$ cat config.mk
export PLATFORM = sky130hd
export DESIGN_NAME = atw_front_flat
export DESIGN_NICKNAME = d
export VERILOG_FILES = /design/src/rtl/atw_pkg.sv /design/src/rtl/atw_req_if.sv /design/src/rtl/atw_front.sv /design/src/flat_wrapper.sv
export SDC_FILE = /design/constraint.sdc
export NUM_CORES = 1
export LEC_CHECK = 0
export ABC_AREA = 1
export ABC_CLOCK_PERIOD_IN_PS = 1650
export BUFFER_PORTS_ARGS = -buffer_cell sky130_fd_sc_hd__buf_2
export CORE_AREA = 8 8 120 122
export DETAILED_ROUTE_END_ITERATION = 6
export DIE_AREA = 0 0 128 130
export PLACE_DENSITY = 0.49
export RECOVER_POWER = 100
export SLEW_MARGIN = 30
export SYNTH_ARGS = -nofsm -noshare
export SYNTH_HDL_FRONTEND = slang
export SYNTH_SLANG_ARGS = --single-unit
$ cat constraint.sdc
create_clock -name vclk -period 1.65
set_clock_uncertainty 0.05 [all_clocks]
set_input_delay 0 -clock vclk [all_inputs]
set_output_delay 0 -clock vclk [all_outputs]
set_load 0.01 [all_outputs]
$ cat src/rtl/atw_pkg.sv
package atw_pkg;

  // Coordinate and fixed-point sizing
  localparam int COORD_BITS    = 16;
  localparam int FRAC_BITS     = 16;
  localparam int FIELD_BITS    = 16;
  localparam int ACC_BITS      = 48;
  localparam int MAT_BITS      = 32;
  localparam int PROD_BITS     = MAT_BITS + COORD_BITS + 1;
  localparam int TEXEL_BITS    = ACC_BITS - FRAC_BITS;

  // Configuration port
  localparam int CFG_IDX_BITS  = 3;
  localparam int CFG_DATA_BITS = 64;
  localparam int SIZE_BITS     = 32;
  localparam int SETTLE        = 2;
  localparam int SETTLE_BITS   = $clog2(SETTLE + 1);

  // Request queue between front and back
  localparam int QDEPTH        = 2;
  localparam int QPTR_BITS     = (QDEPTH > 1) ? $clog2(QDEPTH) : 1;
  localparam int QCNT_BITS     = $clog2(QDEPTH + 1);

  localparam logic [CFG_IDX_BITS-1:0] REG_INV_XX      = 3'd0;
  localparam logic [CFG_IDX_BITS-1:0] REG_INV_XY      = 3'd1;
  localparam logic [CFG_IDX_BITS-1:0] REG_INV_X0      = 3'd2;
  localparam logic [CFG_IDX_BITS-1:0] REG_INV_YX      = 3'd3;
  localparam logic [CFG_IDX_BITS-1:0] REG_INV_YY      = 3'd4;
  localparam logic [CFG_IDX_BITS-1:0] REG_INV_Y0      = 3'd5;
  localparam logic [CFG_IDX_BITS-1:0] REG_SOURCE_SIZE = 3'd6;
  localparam logic [CFG_IDX_BITS-1:0] REG_DEST_WINDOW = 3'd7;

  localparam logic [MAT_BITS-1:0] MAT_ONE = MAT_BITS'(1 << FRAC_BITS);

  typedef logic [COORD_BITS-1:0] coord_t;
  typedef logic [ACC_BITS-1:0]   acc_t;
  typedef logic [MAT_BITS-1:0]   mat_t;

  // Request class decided by the front
  typedef enum logic [1:0] {
    KIND_START,
    KIND_EMPTY,
    KIND_STEP
  } kind_t;

  // Settled configuration seen by front and back
  typedef struct packed {
    mat_t   inv_xx;
    mat_t   inv_xy;
    mat_t   inv_yx;
    mat_t   inv_yy;
    acc_t   start_x;
    acc_t   start_y;
    coord_t win_x0;
    coord_t win_y0;
    coord_t win_x1;
    coord_t win_y1;
    coord_t src_w;
    coord_t src_h;
  } atw_cfg_t;

  function automatic acc_t sext_mat(input mat_t v);
    return {{(ACC_BITS - MAT_BITS){v[MAT_BITS-1]}}, v};
  endfunction

  // Signed product to accumulator width, sign extended or wrapped
  function automatic acc_t fit_prod(input logic [PROD_BITS-1:0] p);
    acc_t r;
    r = {ACC_BITS{p[PROD_BITS-1]}};
    for (int i = 0; i < PROD_BITS && i < ACC_BITS; i++) begin
      r[i] = p[i];
    end
    return r;
  endfunction

endpackage

$ cat src/rtl/atw_req_if.sv
interface atw_req_if;
  logic valid;
  logic ready;
  logic restart;

  modport source (output valid, output restart, input ready);
  modport sink   (input valid, input restart, output ready);
endinterface

$ cat src/rtl/atw_front.sv
module atw_front import atw_pkg::*; (
  atw_req_if.sink   req,
  input  atw_cfg_t  cfg_q,
  input  logic      settled,
  output logic      push_valid,
  output kind_t     push_kind,
  input  logic      push_ready
);

  logic win_empty;

  assign win_empty = (cfg_q.win_x0 >= cfg_q.win_x1) || (cfg_q.win_y0 >= cfg_q.win_y1);

  // Hold off while the start point is being recomputed
  assign req.ready  = settled && push_ready;
  assign push_valid = req.valid && settled;

  always_comb begin
    if (req.restart) begin
      push_kind = win_empty ? KIND_EMPTY : KIND_START;
    end else begin
      push_kind = KIND_STEP;
    end
  end

endmodule

$ cat src/flat_wrapper.sv
// flat-port wrapper written by rule: the top's interface ports become plain ports
module atw_front_flat import atw_pkg::*;
  (cfg_q, settled, push_valid, push_kind, push_ready, req_valid, req_restart, req_ready);
  atw_req_if req_i ();
  input  atw_cfg_t cfg_q;
  input  logic settled;
  output logic push_valid;
  output kind_t push_kind;
  input  logic push_ready;
  input wire logic [$bits(req_i.valid)-1:0] req_valid;
  input wire logic [$bits(req_i.restart)-1:0] req_restart;
  output wire logic [$bits(req_i.ready)-1:0] req_ready;
  assign req_i.valid = req_valid;
  assign req_i.restart = req_restart;
  assign req_ready = req_i.ready;
  atw_front u_core (.req(req_i), .cfg_q(cfg_q), .settled(settled), .push_valid(push_valid), .push_kind(push_kind), .push_ready(push_ready));
endmodule
# Yosys cells after proc, flatten, opt, wreduce, memory -nomap -nowiden
# Cells that the tools add are included.
classes:
  n_lt_le_gt_ge: 2
  mux: 2
  n_reduce_logical: 3
op_table:
  columns: ["cell", "n"]
  rows:
  - ["16-bit greater-or-equal comparator", 2]
  - ["1-bit logical AND", 2]
  - ["2-bit two-way mux", 1]
  - ["1-bit logical OR", 1]
  - ["1-bit two-way mux", 1]
totals:
  reg_bits: 0
  in_bits: 324
  out_inout_bits: 4
  word_cells: 7

# Longest topological paths before layout
logic_depth:
  depth_word: 4
  depth_mapped: 13
  mapped_depth_nobuf: 13

# Least setup slack after synthesis
# Ideal clock, no wire load.
synth_timing:
  path_type: "input to output"
  startpoint: "in cfg_q[39] in the netlist's numbering"
  endpoint: "out push_kind[0]"
  arrival_ns: 0.887
  required_ns: 1.600
  slack_ns: 0.713
  path_stages: 12
  cell_sequence: "inv_1 > ha_1 > nand2_1 > nor2_2 > nand2_1 > nand2_1 > nor2_1 > nand2_1 > nand2_1 > nand3_1 > nand2_1 > inv_1"
synth_via:
  elab_chain_len: 4
synth_rtl:
  columns: ["item", "line", "rtl"]
  rows:
  - ["start, declared", "flat_wrapper.sv:5", "input atw_cfg_t cfg_q;"]
  - ["16-bit greater-or-equal comparator", "atw_front.sv:12", "assign win_empty = (cfg_q.win_x0 >= cfg_q.win_x1) || (cfg_q.win_y0 >= cfg_q.win_y1);"]
  - ["1-bit logical OR", "atw_front.sv:12", null]
  - ["1-bit two-way mux", "atw_front.sv:20", "push_kind = win_empty ? KIND_EMPTY : KIND_START;"]
  - ["2-bit two-way mux", "atw_front.sv:19", "if (req.restart) begin"]
  - ["end, declared", "flat_wrapper.sv:8", "output kind_t push_kind;"]
# No other way between the ends.

# Worst setup path in the final report
layout_timing:
  startpoint: "in cfg_q[61] in the netlist's numbering"
  endpoint: "out push_kind[0]"
# The elaborated chain is that of the path after synthesis.

==> results.md <==
* Die H at between 100 and 150 um
* Initial DRC count at 11
* Slew HR at 0.830
* Die X-Extent at between 100 and 150 um
* Initial antenna violation count at 0
* Tightest Hold Check Type: in2out
* Worst slew pin tran at 0.253 ns
* Status: completed
* Worst Path Required at approximately 1.6 ns
* First-pass GRT wire length at between 4000 and 5000 um
* Average size of a mapped cell at around 5.8 um^2
* CP Max Fanout at 2
* Total track usage at 0.0346
* RSZ-0062 raised after global routing: no
* Max cap viols at 0
* # nets final at just under 600
* WS Path Type: in2out
* Largest net degree at the start of global routing at 4
* Die area at approximately 17000 um^2
* Hold Vio Cnt, Final at 0
* Setup bufs post-CTS at 0
* Post-DP Area at 1470 um^2
* Post-Synthesis Cells at 156
* Top cell type by total area after synthesis: ha_1
* Register area share after synthesis at 0
* Total power at between 0.2 and 0.3 mW
* Final min period at about 1.3 ns
* WHS Path Cells at 3
* Netlist cell types at 11
* PD cells at roughly 190 nW/um^2
* Share of cells above drive strength 1 at 0.303
* Drt wl/cell at about 7.3 um
* Vias in the first global route at 1182
* DRC viols at 0
* DR vias/cell at 2.69
* Top post-synthesis cells by area: ha_1 (45%), inv_1 (21%), nand2_1 (19%)
* First-pass detailed-route iteration total at 4
* Core area at 12400 um^2
* Final ANT Viol Nets at 0
* Mapped cell area at about 900 um^2
* Nature of the critical path startpoint: input pin
* Placed cells at 400
* Slew Limit Fails at 0
* FP Rows at 41
* Setup TNS at 0 ns
* Fin crit share at 0.795
* DR vias at roughly 1100
* Starting Density at 0.0723
* Arrival @ worst endpoint at about 1.3 ns
* Gr ovfl total at 0
* Post-synth top cells: inv_1 (49), nand2_1 (45), ha_1 (32), nor2_1 (10), a21oi_1 (9)
* Sequential cell area at 0 um^2
* Routability cong. at about 0.73
* Endpoints failing setup at 0
* Post_cts resized at 0
* I/O pins at ~330
* Leak at around 0.94 nW
* Worst VDD drop at 0.0000568 V
* Layout area overhead at 63.6%
* Endpoint class of the critical path: output pin
* CTS Hold Bufs at 0
* Syn. warnings at 0
* Seq_cells at 0
* Final Cell Area at 1470 um^2
* Post-synth net total at around 510
* Non-filler cells in the finished layout at 400
* Yosys top cell area share at 0.446
* Final wirelength at around 2900 um
* Antenna diodes at 0
* Port Buffers at between 70 and 80
* HPWL Detailed at around 3000 um
* Count leader, synth: inv_1
* Clock buffer count at 0
* Fmax at roughly 760 MHz
==> path summary, 6_finish.rpt <==
| path | to | startpoint |
|---|---|---|
| worst max-delay path | push_kind[0] | cfg_q[61] |
| worst min-delay path | push_kind[1] | req_restart |
==> kinds of logic after synthesis <==
logic type | after synthesis | share of synthesized area
adders and majority gates | 32 | 0.446
buffers and inverters | 49 | 0.205
AOI/OAI and AO/OA | 12 | 0.0725
and+or+nand+nor | 63 | 0.276
==> layout by cell type (no fill, tap or decap), drive strengths merged <==
master	instances
buf	68
inv	49
nand2	45
ha	32
nor2	11
a21oi	9
nand3	5
clkbuf	4
nor3	2
o21bai	1
o21ai	1
o21a	1
==> worst max-delay path, stage by stage <==
cell and delay [ns]:
buf_2 0.07, inv_1 0.03, ha_1 0.29, nand2_1 0.07, inv_1 0.03, o21ai_1 0.22, nand3_1 0.14, nor2_1 0.10
nand3_1 0.09, nand2_1 0.06, inv_1 0.04, clkbuf_1 0.12
==> cell type report <==
cell class	instances	area, um^2
fillers	1516	10900
multi-input cells	107	713
repair buffers	72	355
well taps	172	215
inverters	49	184
==> power breakdown <==
group	switching (mW)	internal, mW	total (mW)
clock network	0	0	0
registers	0	0	0
logic	0.137	0.139	0.276
total	0.137	0.139	0.276
==> layer usage <==
metal | part of all wire | vias up | GRT usage
li1 | - | 615 | -
met1 | 0.44 | 416 | 0.0418
met2 | 0.43 | 46 | 0.0576
met3 | 0.13 | 0 | 0.0171
met4 | 0 | 0 | 0
met5 | 0 | - | 0
==> through the flow <==
step	util	setup slack, ns	hold WS (ns)
after global placement	0.119	0.216	0.195
final	0.118	0.339	0.184
after CTS	0.119	0.193	0.192
after floorplan	-	0.713	-0.00649
after global routing	0.118	0.129	0.206
after detailed placement	0.119	0.205	0.191
(Power assumes the default switching activity.)
