### src/rtl/atw_pkg.sv
package atw_pkg;

  // Coordinate and fixed-point sizing
  localparam int COORD_BITS    = 16;
  localparam int FRAC_BITS     = 16;
  localparam int FIELD_BITS    = 16;
  localparam int ACC_BITS      = 48;
  localparam int MAT_BITS      = 32;
  localparam int PROD_BITS     = MAT_BITS + COORD_BITS + 1;
  localparam int TEXEL_BITS    = ACC_BITS - FRAC_BITS;

  // Configuration port
  localparam int CFG_IDX_BITS  = 3;
  localparam int CFG_DATA_BITS = 64;
  localparam int SIZE_BITS     = 32;
  localparam int SETTLE        = 2;
  localparam int SETTLE_BITS   = $clog2(SETTLE + 1);

  // Request queue between front and back
  localparam int QDEPTH        = 2;
  localparam int QPTR_BITS     = (QDEPTH > 1) ? $clog2(QDEPTH) : 1;
  localparam int QCNT_BITS     = $clog2(QDEPTH + 1);

  localparam logic [CFG_IDX_BITS-1:0] REG_INV_XX      = 3'd0;
  localparam logic [CFG_IDX_BITS-1:0] REG_INV_XY      = 3'd1;
  localparam logic [CFG_IDX_BITS-1:0] REG_INV_X0      = 3'd2;
  localparam logic [CFG_IDX_BITS-1:0] REG_INV_YX      = 3'd3;
  localparam logic [CFG_IDX_BITS-1:0] REG_INV_YY      = 3'd4;
  localparam logic [CFG_IDX_BITS-1:0] REG_INV_Y0      = 3'd5;
  localparam logic [CFG_IDX_BITS-1:0] REG_SOURCE_SIZE = 3'd6;
  localparam logic [CFG_IDX_BITS-1:0] REG_DEST_WINDOW = 3'd7;

  localparam logic [MAT_BITS-1:0] MAT_ONE = MAT_BITS'(1 << FRAC_BITS);

  typedef logic [COORD_BITS-1:0] coord_t;
  typedef logic [ACC_BITS-1:0]   acc_t;
  typedef logic [MAT_BITS-1:0]   mat_t;

  // Request class decided by the front
  typedef enum logic [1:0] {
    KIND_START,
    KIND_EMPTY,
    KIND_STEP
  } kind_t;

  // Settled configuration seen by front and back
  typedef struct packed {
    mat_t   inv_xx;
    mat_t   inv_xy;
    mat_t   inv_yx;
    mat_t   inv_yy;
    acc_t   start_x;
    acc_t   start_y;
    coord_t win_x0;
    coord_t win_y0;
    coord_t win_x1;
    coord_t win_y1;
    coord_t src_w;
    coord_t src_h;
  } atw_cfg_t;

  function automatic acc_t sext_mat(input mat_t v);
    return {{(ACC_BITS - MAT_BITS){v[MAT_BITS-1]}}, v};
  endfunction

  // Signed product to accumulator width, sign extended or wrapped
  function automatic acc_t fit_prod(input logic [PROD_BITS-1:0] p);
    acc_t r;
    r = {ACC_BITS{p[PROD_BITS-1]}};
    for (int i = 0; i < PROD_BITS && i < ACC_BITS; i++) begin
      r[i] = p[i];
    end
    return r;
  endfunction

endpackage

### src/rtl/atw_queue.sv
module atw_queue import atw_pkg::*; (
  input  logic  clk,
  input  logic  rst,
  input  logic  push_valid,
  input  kind_t push_kind,
  output logic  push_ready,
  output logic  pop_valid,
  output kind_t pop_kind,
  input  logic  pop_ready
);

  kind_t                slot [QDEPTH];
  logic [QPTR_BITS-1:0] wr_ptr;
  logic [QPTR_BITS-1:0] rd_ptr;
  logic [QCNT_BITS-1:0] count;
  logic                 push;
  logic                 pop;

  assign push_ready = (count < QCNT_BITS'(QDEPTH));
  assign pop_valid  = (count != '0);
  assign pop_kind   = slot[rd_ptr];
  assign push       = push_valid && push_ready;
  assign pop        = pop_valid && pop_ready;

  always_ff @(posedge clk) begin
    if (push) begin
      slot[wr_ptr] <= push_kind;
    end
  end

  always_ff @(posedge clk) begin
    if (rst) begin
      wr_ptr <= '0;
      rd_ptr <= '0;
      count  <= '0;
    end else begin
      if (push) begin
        wr_ptr <= (wr_ptr == QPTR_BITS'(QDEPTH - 1)) ? '0 : wr_ptr + 1'b1;
      end
      if (pop) begin
        rd_ptr <= (rd_ptr == QPTR_BITS'(QDEPTH - 1)) ? '0 : rd_ptr + 1'b1;
      end
      if (push && !pop) begin
        count <= count + 1'b1;
      end else if (pop && !push) begin
        count <= count - 1'b1;
      end
    end
  end

  a_count_bound: assert property (@(posedge clk) disable iff (rst)
    count <= QCNT_BITS'(QDEPTH))
    else $error("request queue overfilled");

endmodule

### config.mk
export PLATFORM = sky130hd
export DESIGN_NAME = atw_queue
export DESIGN_NICKNAME = d
export VERILOG_FILES = /design/src/rtl/atw_pkg.sv /design/src/rtl/atw_queue.sv
export SDC_FILE = /design/constraint.sdc
export NUM_CORES = 1
export LEC_CHECK = 0
export ABC_AREA = 0
export BUFFER_PORTS_ARGS = -buffer_cell sky130_fd_sc_hd__buf_2
export CAP_MARGIN = 15
export CORE_AREA = 10 10 47 49
export DETAILED_ROUTE_END_ITERATION = 8
export DIE_AREA = 0 0 57 59
export PLACE_DENSITY = 0.58
export REMOVE_ABC_BUFFERS = 1
export SYNTH_ARGS = -nofsm -noshare
export SYNTH_HDL_FRONTEND = slang
export SYNTH_SLANG_ARGS = --single-unit
### constraint.sdc
create_clock -name clk -period 1.76 [get_ports clk]
set_input_delay 0.176 -clock clk [delete_from_list [all_inputs] [get_ports clk]]
set_output_delay 0.176 -clock clk [all_outputs]
set_load 0.005 [all_outputs]
# --- Yosys cells after proc, flatten, opt, wreduce, memory -nomap -nowiden ---
# Memories as Yosys holds them, arrays and structs flattened. A register that Yosys moved wholly into a read port is not among the register bits.
# Cells that the tools add are included.
classes:
  n_addsub: 4
  n_lt_le_gt_ge: 1
  mux: 8
  n_reduce_logical: 8
op_table:
  columns: ["cell", "n"]
  rows:
  - ["$mux 1", 6]
  - ["$logic_and 1x1->1", 4]
  - ["$mux 2", 2]
  - ["$reduce_bool 2->1", 2]
  - ["$add 1x1->1 const B", 2]
  - ["$add 2x1->2 const B", 1]
  - ["$logic_not 1->1", 2]
  - ["$lt 2x2->1 const B", 1]
  - ["$sub 2x1->2 const B", 1]
totals:
  register_bits: 4
  ramBits: 4
  input_bits: 6
  out_inout_bits: 4
  mem_count: 1
mem_list:
  columns: ["memory", "words", "width", "read_ports", "rd_ports_with_merged_regs", "wr", "line", "source"]
  rows:
  - ["slot", 2, 2, 1, 1, 1, "atw_queue.sv:12", "kind_t slot [QDEPTH];"]

# --- Longest topological paths before layout ---
depth:
  depth_word: 6
  depth_mapped: 5
  mapped_depth_nobuf: 5

# --- Worst setup path before layout ---
# OpenSTA, ideal clock, no wires.
synth_path:
  path_type: "register to register"
  from: "register count[0]"
  to: "register count[1]"
  setup_time_ns: 0.070
  arrival_time_ns: 1.361
  slack_ns: 0.330
  stages_incl_launch_ff: 5
  period_less_slack_ns: 1.430
  path_cell_list: "dfxtp_1 o21ai_0 ha_1 or3_1 a21oi_1"
synth_between:
  elab_chain_len: 5
  word_cells_on_any_way: 13
  classes_between: "add/sub: 2; order compare: 1; mux: 2; reduce/logical: 8"
synth_lines:
  columns: ["item", "line", "source"]
  rows:
  - ["from (decl)", "atw_queue.sv:15", "logic [QCNT_BITS-1:0] count;"]
  - ["from (signal assigned)", "atw_queue.sv:44", "count <= count + 1'b1;"]
  - ["from (signal assigned)", "atw_queue.sv:46", "count <= count - 1'b1;"]
  - ["$lt 2x2->1 or $reduce_bool 2->1 (tied branches)", "atw_queue.sv:19, atw_queue.sv:20", null]
  - ["$logic_and 1x1->1 (on tied branches)", "atw_queue.sv:22, atw_queue.sv:23", null]
  - ["$logic_not 1->1 (on tied branches)", "atw_queue.sv:45, atw_queue.sv:43", null]
  - ["$logic_and 1x1->1 (on tied branches)", "atw_queue.sv:45, atw_queue.sv:43", null]
  - ["$reduce_bool 2->1 (no source line) or $mux 2 (tied branches)", null, null]
# Several ways; a longest one is shown, not always the timed one. The select of a mux whose other input is x is not followed.
# A chain may end at the register's enable or synchronous reset.

# --- Worst setup path in the final report ---
# Ends and elaborated chain as after synthesis.

==> flow_summary_export.csv <==
group,metric,value,unit
outcome,status,"finished, final reports clean",
timing,fin_crit,1.52,ns
floorplan,num_io_pins,10,
drt,drc,0,
timing,maxSlewViolCount,0,
setup_path,required,1.94,ns
clock_tree,postCtsSetupRepairBufs,0,
yosys,synth-seq-area-share,62.0,%
setup_path,crit_arrival,1.70,ns
yosys,synth_edf_count,4,
setup_path,start_kind,"flip-flop",
place,place_inst,54,
drt,vias,235,
timing,post-route-period-util,86.5,%
finish,final_util,31.9,%
finish,drive_gt1_share,35.7,%
floorplan,num_rows,14,
floorplan,dieArea,0.00336,mm²
global_route,grt_overflow,0,
floorplan,die_w,57,µm
drt,ant_nets,0,
timing,worst_slew_pin_slew,0.291,ns
power,ir_worst_vdd,0.611,mV
yosys,yosysWarningCount,0,
power,leakagePower,0.187,nW
finish,layout.nets,50,
global_route,grt_use_total,4.08,%
clock_tree,clkSinkCount,9,
clock_tree,worstSkewPairLatency,0.25,ns
yosys,synth_seq_cells,9,
place,hpwl,502,µm
timing,rsz0062_at_grt,"no",
drt,wirelength,614,µm
timing,setup-tns-final,0,ns
place,gp_congestion,0.584,
clock_tree,numCtsBuffers,3,
clock_tree,clk_pin_slew_worst_paths,0.06,ns
clock_tree,hold_buffers,0,
timing,finalClockSkew,0.00184,ns
drt,wl_per_cell,10.6,µm
drt,firstDrtPassIters,2,
global_route,grt_pass1_wl,1.08,mm
clock_tree,cts_htree_levels,1,
finish,antenna_cells,0,
setup_path,crit_fanout,4,
clock_tree,cts_resized,0,
global_route,grt_pass1_vias,267,
power,pwr_density_cell,1570,mW/mm²
finish,syn_to_final_growth,25.7,%
drt,vias_per_cell,4.05,
global_route,grt_max_degree,7,
floorplan,die_y,59,µm
clock_tree,cts_max_path_buffers,2,
yosys,post_synth.cell_area_avg,12.3,µm²
setup_path,worstSetupPathType,"flip-flop to flip-flop",
timing,hold_viol_final,0,
timing,slew_headroom,80.4,%
yosys,synth_cell_types,14,
yosys,async_flop_share,0,%
yosys,syn_area,355,µm²
setup_path,worst_setup_path_end_kind,"flip-flop",
yosys,syn_inst,29,
finish,finalNonFillerCells,58,
timing,max_freq,0.657,GHz
timing,setup_viol,0,
worst_hold_path,min_path_type,"input pin to flip-flop",
setup_path,rrSetupSlack,0.24,ns
yosys,synth_ff_type,"dfxtp_1",
floorplan,initial_core_util,25.4,%
flow_run,drv_cap,0,
floorplan,core-area,0.00140,mm²
clock_tree,tritoncts,"built",
place,port_buffers,9,
power,finalPower,0.701,mW
drt,drtIter0Drc,4,
clock_tree,clock-root-buffer,"clkbuf_4",
global_route,antenna_found_initial,0,
-- placed cells by master, fill, tap and decap left out --
master / synthesis / final
buf_2: 0 / 9
dfxtp_1: 5 / 5
nor2_1: 4 / 4
edfxtp_1: 4 / 4
xor2_1: 3 / 3
clkbuf_4: 0 / 3
mux2_2: 2 / 2
nor2b_1: 2 / 2
o21ai_0: 2 / 2
inv_1: 1 / 1
or2_2: 1 / 1
and2_1: 1 / 1
or3_1: 1 / 1
a21oi_1: 1 / 1
xnor2_1: 1 / 1
ha_1: 1 / 1
clkbuf_1: 0 / 1
-- metal layers --
layer  GRT usage, %  wire [µm]
met1           4.09        302
met2           5.74        234
met3           3.65         77
met4           2.01          0
met5              0          0
-- per-stage QoR --
step / worst slack (ns) / cell area, µm² / hold WS, ns
after floorplan: 0.330 / 355 / 0.245
final: 0.238 / 447 / 0.119
after global routing: 0.0804 / 447 / 0.114
after detailed placement: 0.231 / 420 / 0.377
after global placement: 0.255 / 420 / 0.373
after CTS: 0.232 / 447 / 0.113
-- report_power, final --
group	internal, mW	leakage [nW]	switching, mW	total [mW]
Combinational	0.124	0.0935	0.105	0.230
Clock	0.0867	0.0150	0.0624	0.149
Sequential	0.280	0.0786	0.0421	0.322
-- area by class of cell --
type / instances / area (µm²)
Inverter: 1 / 3.75
Tap cell: 16 / 20.0
Fill cell: 151 / 955
Timing Repair Buffer: 9 / 45.0
Sequential cell: 9 / 220
Clock buffer: 4 / 26.3
Multi-Input combinational cell: 19 / 131
-- worst max-delay path, cell delays in order, from the launching register on --
cell	delay, ns
dfxtp_1	0.34
o21ai_0	0.29
ha_1	0.31
or3_1	0.38
a21oi_1	0.14
-- cells in the mapped netlist (all sizes together), types with 2 or more instances --
library cell | instances | share of area, %
xor2 | 3 | 7.4
nor2 | 4 | 4.2
o21ai | 2 | 2.8
mux2 | 2 | 6.3
dfxtp | 5 | 28
nor2b | 2 | 3.5
edfxtp | 4 | 34
-- cells by family after synthesis --
kind of cell | Yosys count | synth area share (%)
and+or+nand+nor | 9 | 13.0
DFF | 9 | 62.0
xor gates and xnor gates | 4 | 9.86
AOI/OAI and AO/OA | 3 | 4.22
muxes | 2 | 6.34
buffers and inverters | 1 | 1.06
adders and majority gates | 1 | 3.52
-- final timing paths --
kind | startpoint | to | cells past startpoint
worst max-delay path | count[0] | count[1] | 4
worst max register to register | count[0] | count[1] | 4
worst min register to register | rd_ptr | rd_ptr | 2
worst min-delay path | push_kind[0] | slot[0][0] | 1
Note: power is estimated with default switching activity, not from simulation.
