**config.mk**
```make
export PLATFORM = sky130hd
export DESIGN_NAME = atw_back_flat
export DESIGN_NICKNAME = d
export VERILOG_FILES = /design/src/rtl/atw_pkg.sv /design/src/rtl/atw_res_if.sv /design/src/rtl/atw_back.sv /design/src/flat_wrapper.sv
export SDC_FILE = /design/constraint.sdc
export NUM_CORES = 1
export LEC_CHECK = 0
export ABC_CLOCK_PERIOD_IN_PS = 6950
export BUFFER_PORTS_ARGS = -buffer_cell sky130_fd_sc_hd__buf_2
export CORE_ASPECT_RATIO = 1.25
export CORE_UTILIZATION = 44
export CTS_BUF_LIST = sky130_fd_sc_hd__clkbuf_2 sky130_fd_sc_hd__clkbuf_4 sky130_fd_sc_hd__clkbuf_8
export CTS_CLUSTER_DIAMETER = 100
export CTS_CLUSTER_SIZE = 24
export DETAILED_ROUTE_END_ITERATION = 16
export GPL_ROUTABILITY_DRIVEN = 0
export HOLD_SLACK_MARGIN = 0.12
export PLACE_DENSITY = 0.7
export SLEW_MARGIN = 40
export SYNTH_ARGS = -nofsm -noshare
export SYNTH_HDL_FRONTEND = slang
export SYNTH_SLANG_ARGS = --single-unit
```
**constraint.sdc**
```tcl
create_clock -name clk -period 6.95 [get_ports clk]
set_input_delay 0.3475 -clock clk [delete_from_list [all_inputs] [get_ports clk]]
set_output_delay 0.3475 -clock clk [all_outputs]
set_load 0.01 [all_outputs]
```
**src/rtl/atw_pkg.sv**
```systemverilog
package atw_pkg;

  // Coordinate and fixed-point sizing
  localparam int COORD_BITS    = 16;
  localparam int FRAC_BITS     = 16;
  localparam int FIELD_BITS    = 16;
  localparam int ACC_BITS      = 48;
  localparam int MAT_BITS      = 32;
  localparam int PROD_BITS     = MAT_BITS + COORD_BITS + 1;
  localparam int TEXEL_BITS    = ACC_BITS - FRAC_BITS;

  // Configuration port
  localparam int CFG_IDX_BITS  = 3;
  localparam int CFG_DATA_BITS = 64;
  localparam int SIZE_BITS     = 32;
  localparam int SETTLE        = 2;
  localparam int SETTLE_BITS   = $clog2(SETTLE + 1);

  // Request queue between front and back
  localparam int QDEPTH        = 2;
  localparam int QPTR_BITS     = (QDEPTH > 1) ? $clog2(QDEPTH) : 1;
  localparam int QCNT_BITS     = $clog2(QDEPTH + 1);

  localparam logic [CFG_IDX_BITS-1:0] REG_INV_XX      = 3'd0;
  localparam logic [CFG_IDX_BITS-1:0] REG_INV_XY      = 3'd1;
  localparam logic [CFG_IDX_BITS-1:0] REG_INV_X0      = 3'd2;
  localparam logic [CFG_IDX_BITS-1:0] REG_INV_YX      = 3'd3;
  localparam logic [CFG_IDX_BITS-1:0] REG_INV_YY      = 3'd4;
  localparam logic [CFG_IDX_BITS-1:0] REG_INV_Y0      = 3'd5;
  localparam logic [CFG_IDX_BITS-1:0] REG_SOURCE_SIZE = 3'd6;
  localparam logic [CFG_IDX_BITS-1:0] REG_DEST_WINDOW = 3'd7;

  localparam logic [MAT_BITS-1:0] MAT_ONE = MAT_BITS'(1 << FRAC_BITS);

  typedef logic [COORD_BITS-1:0] coord_t;
  typedef logic [ACC_BITS-1:0]   acc_t;
  typedef logic [MAT_BITS-1:0]   mat_t;

  // Request class decided by the front
  typedef enum logic [1:0] {
    KIND_START,
    KIND_EMPTY,
    KIND_STEP
  } kind_t;

  // Settled configuration seen by front and back
  typedef struct packed {
    mat_t   inv_xx;
    mat_t   inv_xy;
    mat_t   inv_yx;
    mat_t   inv_yy;
    acc_t   start_x;
    acc_t   start_y;
    coord_t win_x0;
    coord_t win_y0;
    coord_t win_x1;
    coord_t win_y1;
    coord_t src_w;
    coord_t src_h;
  } atw_cfg_t;

  function automatic acc_t sext_mat(input mat_t v);
    return {{(ACC_BITS - MAT_BITS){v[MAT_BITS-1]}}, v};
  endfunction

  // Signed product to accumulator width, sign extended or wrapped
  function automatic acc_t fit_prod(input logic [PROD_BITS-1:0] p);
    acc_t r;
    r = {ACC_BITS{p[PROD_BITS-1]}};
    for (int i = 0; i < PROD_BITS && i < ACC_BITS; i++) begin
      r[i] = p[i];
    end
    return r;
  endfunction

endpackage

```
**src/rtl/atw_res_if.sv**
```systemverilog
interface atw_res_if import atw_pkg::*; ();
  logic                  valid;
  logic                  ready;
  logic [FIELD_BITS-1:0] dest_x;
  logic [FIELD_BITS-1:0] dest_y;
  logic [FIELD_BITS-1:0] src_x;
  logic [FIELD_BITS-1:0] src_y;
  logic                  inside_res;
  logic                  last;

  modport source (output valid, output dest_x, output dest_y, output src_x,
                  output src_y, output inside_res, output last, input ready);
  modport sink   (input valid, input dest_x, input dest_y, input src_x,
                  input src_y, input inside_res, input last, output ready);
endinterface

```
**src/rtl/atw_back.sv**
```systemverilog
module atw_back import atw_pkg::*; (
  input  logic      clk,
  input  logic      rst,
  input  logic      pop_valid,
  input  kind_t     pop_kind,
  output logic      pop_ready,
  input  atw_cfg_t  cfg_q,
  atw_res_if.source res
);

  // Walker state
  coord_t walk_x;
  coord_t walk_y;
  acc_t   row_src_x;
  acc_t   row_src_y;
  acc_t   cur_src_x;
  acc_t   cur_src_y;
  logic   walk_done;

  coord_t walk_x_next;
  coord_t walk_y_next;
  acc_t   row_src_x_next;
  acc_t   row_src_y_next;
  acc_t   cur_src_x_next;
  acc_t   cur_src_y_next;
  logic   walk_done_next;
  logic   blank_next;
  logic   last_next;
  logic   row_wrap;

  // Stage A: stepped pixel
  logic   a_valid;
  logic   a_blank;
  logic   a_last;
  coord_t a_x;
  coord_t a_y;
  acc_t   a_cx;
  acc_t   a_cy;

  logic   a_ready;
  logic   b_ready;
  logic   pop;

  logic [TEXEL_BITS-1:0] tex_x;
  logic [TEXEL_BITS-1:0] tex_y;
  logic                  hit;

  assign b_ready   = !res.valid || res.ready;
  assign a_ready   = !a_valid || b_ready;
  assign pop_ready = a_ready;
  assign pop       = pop_valid && a_ready;

  assign row_wrap = ({1'b0, walk_x} + 1'b1) >= {1'b0, cfg_q.win_x1};

  always_comb begin
    walk_x_next    = walk_x;
    walk_y_next    = walk_y;
    row_src_x_next = row_src_x;
    row_src_y_next = row_src_y;
    cur_src_x_next = cur_src_x;
    cur_src_y_next = cur_src_y;
    blank_next     = 1'b0;
    case (pop_kind)
      KIND_START: begin
        walk_x_next    = cfg_q.win_x0;
        walk_y_next    = cfg_q.win_y0;
        row_src_x_next = cfg_q.start_x;
        row_src_y_next = cfg_q.start_y;
        cur_src_x_next = cfg_q.start_x;
        cur_src_y_next = cfg_q.start_y;
      end
      KIND_EMPTY: begin
        blank_next = 1'b1;
      end
      KIND_STEP: begin
        if (walk_done) begin
          blank_next = 1'b1;
        end else if (!row_wrap) begin
          walk_x_next    = walk_x + 1'b1;
          cur_src_x_next = cur_src_x + sext_mat(cfg_q.inv_xx);
          cur_src_y_next = cur_src_y + sext_mat(cfg_q.inv_yx);
        end else begin
          walk_x_next    = cfg_q.win_x0;
          walk_y_next    = walk_y + 1'b1;
          row_src_x_next = row_src_x + sext_mat(cfg_q.inv_xy);
          row_src_y_next = row_src_y + sext_mat(cfg_q.inv_yy);
          cur_src_x_next = row_src_x_next;
          cur_src_y_next = row_src_y_next;
        end
      end
      default: begin
        blank_next = 1'b1;
      end
    endcase
    last_next = blank_next ||
                ((({1'b0, walk_x_next} + 1'b1) >= {1'b0, cfg_q.win_x1}) &&
                 (({1'b0, walk_y_next} + 1'b1) >= {1'b0, cfg_q.win_y1}));
    walk_done_next = last_next;
  end

  always_ff @(posedge clk) begin
    if (rst) begin
      walk_x    <= '0;
      walk_y    <= '0;
      row_src_x <= '0;
      row_src_y <= '0;
      cur_src_x <= '0;
      cur_src_y <= '0;
      walk_done <= 1'b1;
    end else if (pop) begin
      walk_x    <= walk_x_next;
      walk_y    <= walk_y_next;
      row_src_x <= row_src_x_next;
      row_src_y <= row_src_y_next;
      cur_src_x <= cur_src_x_next;
      cur_src_y <= cur_src_y_next;
      walk_done <= walk_done_next;
    end
  end

  always_ff @(posedge clk) begin
    if (rst) begin
      a_valid <= 1'b0;
    end else if (a_ready) begin
      a_valid <= pop_valid;
    end
  end

  always_ff @(posedge clk) begin
    if (pop) begin
      a_blank <= blank_next;
      a_last  <= last_next;
      a_x     <= walk_x_next;
      a_y     <= walk_y_next;
      a_cx    <= cur_src_x_next;
      a_cy    <= cur_src_y_next;
    end
  end

  // Stage B: texel address and bounds
  assign tex_x = a_cx[ACC_BITS-1:FRAC_BITS];
  assign tex_y = a_cy[ACC_BITS-1:FRAC_BITS];
  assign hit   = !a_blank &&
                 !a_cx[ACC_BITS-1] && (tex_x < TEXEL_BITS'(cfg_q.src_w)) &&
                 !a_cy[ACC_BITS-1] && (tex_y < TEXEL_BITS'(cfg_q.src_h));

  always_ff @(posedge clk) begin
    if (rst) begin
      res.valid <= 1'b0;
    end else if (b_ready) begin
      res.valid <= a_valid;
    end
  end

  always_ff @(posedge clk) begin
    if (a_valid && b_ready) begin
      res.dest_x     <= a_blank ? '0 : FIELD_BITS'(a_x);
      res.dest_y     <= a_blank ? '0 : FIELD_BITS'(a_y);
      res.src_x      <= hit ? FIELD_BITS'(tex_x[COORD_BITS-1:0]) : '0;
      res.src_y      <= hit ? FIELD_BITS'(tex_y[COORD_BITS-1:0]) : '0;
      res.inside_res <= hit;
      res.last       <= a_last;
    end
  end

  a_stage_hold: assert property (@(posedge clk) disable iff (rst)
    a_valid && !b_ready |=> a_valid && $stable(a_cx) && $stable(a_last))
    else $error("stage A lost or changed a stalled pixel");

  a_miss_zero: assert property (@(posedge clk) disable iff (rst)
    res.valid && !res.inside_res |-> (res.src_x == '0) && (res.src_y == '0))
    else $error("texel address not cleared on a miss");

  a_empty_done: assert property (@(posedge clk) disable iff (rst)
    pop && (pop_kind == KIND_EMPTY) |=> walk_done)
    else $error("empty window left a walk open");

endmodule
```
**src/flat_wrapper.sv**
```systemverilog
// flat-port wrapper written by rule: the top's interface ports become plain ports
module atw_back_flat import atw_pkg::*;
  (clk, rst, pop_valid, pop_kind, pop_ready, cfg_q, res_valid, res_dest_x, res_dest_y, res_src_x, res_src_y, res_inside_res, res_last, res_ready);
  atw_res_if res_i ();
  input  logic clk;
  input  logic rst;
  input  logic pop_valid;
  input  kind_t pop_kind;
  output logic pop_ready;
  input  atw_cfg_t cfg_q;
  output wire logic [$bits(res_i.valid)-1:0] res_valid;
  output wire logic [$bits(res_i.dest_x)-1:0] res_dest_x;
  output wire logic [$bits(res_i.dest_y)-1:0] res_dest_y;
  output wire logic [$bits(res_i.src_x)-1:0] res_src_x;
  output wire logic [$bits(res_i.src_y)-1:0] res_src_y;
  output wire logic [$bits(res_i.inside_res)-1:0] res_inside_res;
  output wire logic [$bits(res_i.last)-1:0] res_last;
  input wire logic [$bits(res_i.ready)-1:0] res_ready;
  assign res_valid = res_i.valid;
  assign res_dest_x = res_i.dest_x;
  assign res_dest_y = res_i.dest_y;
  assign res_src_x = res_i.src_x;
  assign res_src_y = res_i.src_y;
  assign res_inside_res = res_i.inside_res;
  assign res_last = res_i.last;
  assign res_i.ready = res_ready;
  atw_back u_core (.clk(clk), .rst(rst), .pop_valid(pop_valid), .pop_kind(pop_kind), .pop_ready(pop_ready), .cfg_q(cfg_q), .res(res_i));
endmodule
```
== Word-level counts from Yosys, hierarchy flattened ==
Cells that the tools add are included.
Cells by class
  $add $sub $neg: 9
  $lt $le $gt $ge: 5
  eq/ne operators: 3
  mux-type cells: 20
  reductions and logical operators: 18
Operators by type and width (count)
  $mux 48: 8
  $pmux 48 s2: 4
  $add 48x48->48: 4
  $lt 32x16->1: 2
  $mux 16: 4
  $pmux 16 s2: 2
  $add 16x1->17 const B: 3
  $ge 17x16->1: 3
  $add 16x1->16 const B: 2
  $logic_and 1x1->1: 7
  $logic_not 1->1: 5
  $reduce_and 4->1: 1
  $logic_or 1x1->1: 3
  $eq 2x2->1 const B: 1
  $logic_not 2->1: 1
  $ne 2x1->1 const B: 1
  $ne 2x2->1 const B: 1
  $pmux 1 s2: 1
  $reduce_bool 2->1: 1
  $mux 1: 1
Storage, ports and cells
  register bits: 423
  input bits: 326
  word-level logic and storage cells: 76

== Logic depth before layout (Yosys ltp) ==
  depth in word-level cells: 9
  depth in mapped cells: 32
  depth with buffers taken out: 31

== Least setup slack after synthesis ==
Ideal clock, no wire load.
  path kind: flip-flop to flip-flop
  start: reg u_core.walk_x[2]
  end: reg u_core.a_last, data pin
  data arrival time: 5.875 ns
  setup slack: 0.821 ns
  cell stages (with the launch flop): 32
  path buffers: 1
  clock period less this slack: 6.129 ns
  cells stage by stage: dfxtp_1 -> buf_2 -> and3_1 -> nand3_1 -> nor3_1 -> nand2_1 -> xnor2_1 -> ha_1 -> nand3_1 -> nor3_2 -> a221oi_2 -> nand3_1 -> o21ai_2 -> a21oi_4 -> nor2_1 -> a21oi_1 -> ha_1 -> nand3_1 -> nand3b_1 -> or3_1 -> xnor2_1 -> ha_1 -> a21oi_1 -> nor2b_1 -> o21ai_0 -> nand2b_1 -> nor2_1 -> o21ai_0 -> a311oi_1 -> o21a_1 -> o21ai_0 -> and2_1
On the way
  cells in the longest elaborated chain, start to end: 9
  elaborated cells on any way between the ends: 15
Ends and longest elaborated chain
  from (decl): line atw_back.sv:12  | coord_t walk_x;
  from (signal assigned): line atw_back.sv:111  | walk_x <= walk_x_next;
  $add 16x1->17: line atw_back.sv:53  | assign row_wrap = ({1'b0, walk_x} + 1'b1) >= {1'b0, cfg_q.win_x1};
  $ge 17x16->1: line atw_back.sv:53
  $mux 16: line atw_back.sv:78  | end else if (!row_wrap) begin
  $mux 16: line atw_back.sv:76  | if (walk_done) begin
  $pmux 16 s2: line atw_back.sv:63  | case (pop_kind)
  named net u_core.walk_y_next[0]: line atw_back.sv:21  | coord_t walk_y_next;
  $add 16x1->17: line atw_back.sv:97  | (({1'b0, walk_y_next} + 1'b1) >= {1'b0, cfg_q.win_y1}));
  $ge 17x16->1: line atw_back.sv:97
  $logic_and 1x1->1: line atw_back.sv:96  | ((({1'b0, walk_x_next} + 1'b1) >= {1'b0, cfg_q.win_x1}) &&
  $logic_or 1x1->1: line atw_back.sv:95  | last_next = blank_next ||
  named net u_core.last_next: line atw_back.sv:28  | logic last_next;
  to (signal assigned): line atw_back.sv:132  | a_last <= last_next;
  to (decl): line atw_back.sv:34  | logic a_last;
The timed path passes the listed nets, and every way through them passes these cells.
A chain may end at the register's enable or synchronous reset.

== Worst setup path after layout ==
  start: reg u_core.walk_x[4]
  end: reg u_core.a_last, data pin
Same word-level chain as after synthesis.

==> run summary <==
status: finished, final reports clean
setup violators final: 0
max-cap violations: 0
DR iter-0 viols: 2829
most used cell, CP: nand3_1
commonest non-fill, non-tap cells in the layout: nand2_1 (433), a21oi_1 (412), buf_2 (391)
synthesized area per cell: 7.98 um^2
CTS root buffer: clkbuf_8
post-synthesis cell type count: 100
Clock Path Buffers: 3
initial core utilization: 44.5%
Slew Viols, Final: 0
Die Y-Extent: 301 um
mux cell area share after synthesis: 1.55%
fin nets: 4909
share of cells above drive strength 1: 13.7%
number of vias per cell: 6.16
syn nets: 4550
post-synthesis compound-gate area fraction: 28.5%
first-pass GRT wire length: 177000 um
CP peak stage delay: 0.50 ns
slowest CP cell: or4_4
Worst Path Max Fanout: 9
Final Skew: 0.0548 ns
DIE WIDTH: 241 um
CP bufs+invs: 1
H-Tree Depth: 1
DR WL/cell: 22.6 um
LEAKAGE: 15.5 nW
Fin Setup TNS: 0 ns
Yosys Warn Count: 0
commonest non-fill, non-tap cell in the layout: nand2_1
initial antenna violation count: 19
fraction of registers with async set/reset: 0%
critical path arrival: 7.06 ns
#FFs+latches synth: 391
Post-Synth XOR/XNOR Area: 6.06%
CTS tree: yes
Post-synth top flop: dfxtp_1
Skew-Pair Late Insertion Delay: 0.70 ns
Period minus WS final: 6.60 ns
gr ovfl total: 0
CP required: 7.41 ns
die area: 0.0727 mm^2
I/O Buffers: 393
final wirelength: 119000 um
Seq/Total Area, Yosys: 30.0%
Synth Area in Adders: 11.0%
Max Clock Freq: 151 MHz
PD cells: 167 mW/mm^2
total CTS buffers: 23
# DRC: 0
Worst-path clk slew: 0.14 ns
Detail Placement HPWL: 88800 um
Rows: 109
TritonRoute pass-1 iters: 5
post-route ant nets: 0
Setup crit start kind: flop
largest net degree at the start of global routing: 157
EDFF count, synth: 164
Layout area overhead: 14.9%
Max rail drop VDD: 0.138 mV
crit path kind: flop to flop
final period utilization: 95.0%
All-Layer GR Usage: 31.7%
placed cell areas: 0.0344 mm^2
Worst Tran Pin Value: 0.945 ns
endpoints failing hold: 0
final instance area: 0.0362 mm^2
largest family of logic cells by synthesized area: compound AO/OA/AOI/OAI gates
I/O pin cnt: 394
Via Count: 32.5k
RSZ-0062 raised after global routing: no
CTS Sinks: 391
cells after synthesis: 3950
vias in the first global route: 30.7k
Top Family by Delay on Critical Path: simple AND/OR/NAND/NOR gates
relative slew slack: 36.3%
Worst setup EP type: flop
worst hold path class: primary input to flop
Post-Synthesis Cell Area: 0.0315 mm^2
core box area: 0.0708 mm^2
simple-gate area share of the yosys netlist: 18.2%
-- report_power, final --
| part | internal (W) | switching, W |
|---|---|---|
| combinational | 0.000772 | 0.00128 |
| clock | 0.000461 | 0.000892 |
| sequential | 0.00255 | 0.000100 |
-- worst paths after layout --
kind | slack, ns | depth (start not counted) | end | startpoint
min reg2reg | 0.44 | 0 | u_core.res.last | u_core.a_last
max reg2reg | 0.35 | 29 | u_core.a_last | u_core.walk_x[4]
max | 0.35 | 29 | u_core.a_last | u_core.walk_x[4]
min | 0.15 | 5 | u_core.row_src_x[36] | cfg_q[180]
-- tightest hold or removal path: stages --
cell and delay (ns):
buf_2 0.09, inv_1 0.08, nor2_1 0.11, a211oi_1 0.05, nor3_1 0.11
-- area by class of cell --
cell class / instances / area, um^2
Fill cell: 6833 / 34600
Multi-Input combinational cell: 3165 / 20700
Sequential cell: 391 / 9470
Timing Repair Buffer: 570 / 3680
Tap cell: 943 / 1180
Inverter: 158 / 599
Clock buffer: 31 / 377
Clock inverter: 11 / 166
Antenna cell: 15 / 37.5
-- kinds of logic (layout without fill, tap and decap cells) --
family / count (synthesis) / count (layout)
AOI/OAI and AO/OA: 1389 / 1389
and+or+nand+nor: 1238 / 1238
buffers and inverters: 394 / 770
DFF: 391 / 391
adders and majority gates: 274 / 274
xor gates and xnor gates: 218 / 218
muxes: 46 / 46
other: 0 / 15
-- sequential cells by signal, indices dropped and copies added, names as in the netlist, 32 cells and up, named ones only --
name	flops
u_core.cur_src_y	32
u_core.a_cx	32
u_core.row_src_x	48
u_core.row_src_y	48
u_core.a_cy	32
u_core.cur_src_x	32
-- Yosys cell counts (24+ instances only) --
library cell / instances / area share [%]
a21oi_1: 415 / 6.6
a31oi_1: 59 / 1.2
a21o_1: 118 / 2.8
o21a_1: 26 / 0.62
nor2_1: 344 / 4.1
xor2_1: 77 / 2.1
edfxtp_1: 164 / 16
ha_1: 270 / 11
a221oi_1: 31 / 0.86
nand4_1: 59 / 1.2
inv_1: 156 / 1.9
a311oi_1: 57 / 1.6
o211ai_1: 45 / 1.1
a211oi_1: 68 / 1.6
clkbuf_1: 205 / 2.4
nand2_1: 438 / 5.2
and3_1: 36 / 0.71
nor2b_1: 60 / 1.2
nand3_1: 69 / 1.1
o21bai_1: 37 / 0.88
o21ai_0: 296 / 4.7
and2_1: 48 / 0.95
o22ai_1: 24 / 0.48
xnor2_1: 141 / 3.9
nor3_1: 74 / 1.2
dfxtp_1: 227 / 14
nand2b_1: 31 / 0.62
-- per-stage QoR --
stage	hold WS, ns	worst slack (ns)	std cells	util [%]	power, W
3_5_place_dp	0.419	0.268	5110	48.6	0.00464
6_report	0.152	0.347	5284	51.2	0.00605
4_1_cts	0.121	0.231	5268	51.0	0.00603
5_1_grt	0.134	0.00999	5277	51.2	0.00634
2_1_floorplan	0.400	0.821	3950	-	0.00398
3_3_place_gp	0.405	0.397	5108	48.5	0.00461
-- per-layer routing --
| layer | part of all wire [%] | vias up | track usage (%) |
|---|---|---|---|
| met1 | 38 | 15200 | 37.6 |
| met3 | 7.8 | 409 | 4.15 |
| met4 | 8.4 | 12 | 23.6 |
| met5 | 0.067 | - | 0 |
| li1 | - | 15300 | - |
| met2 | 46 | 1606 | 52.3 |
-- repair_timing --
item | in CTS | in global routing
gates resized for setup | 0 | 8
setup endpoints to repair | 0 | 2
setup buffers | 0 | 0
hold buffers | 116 | 0
hold endpoints to repair | 206 | 0
Note: power is estimated with default switching activity, not from simulation.
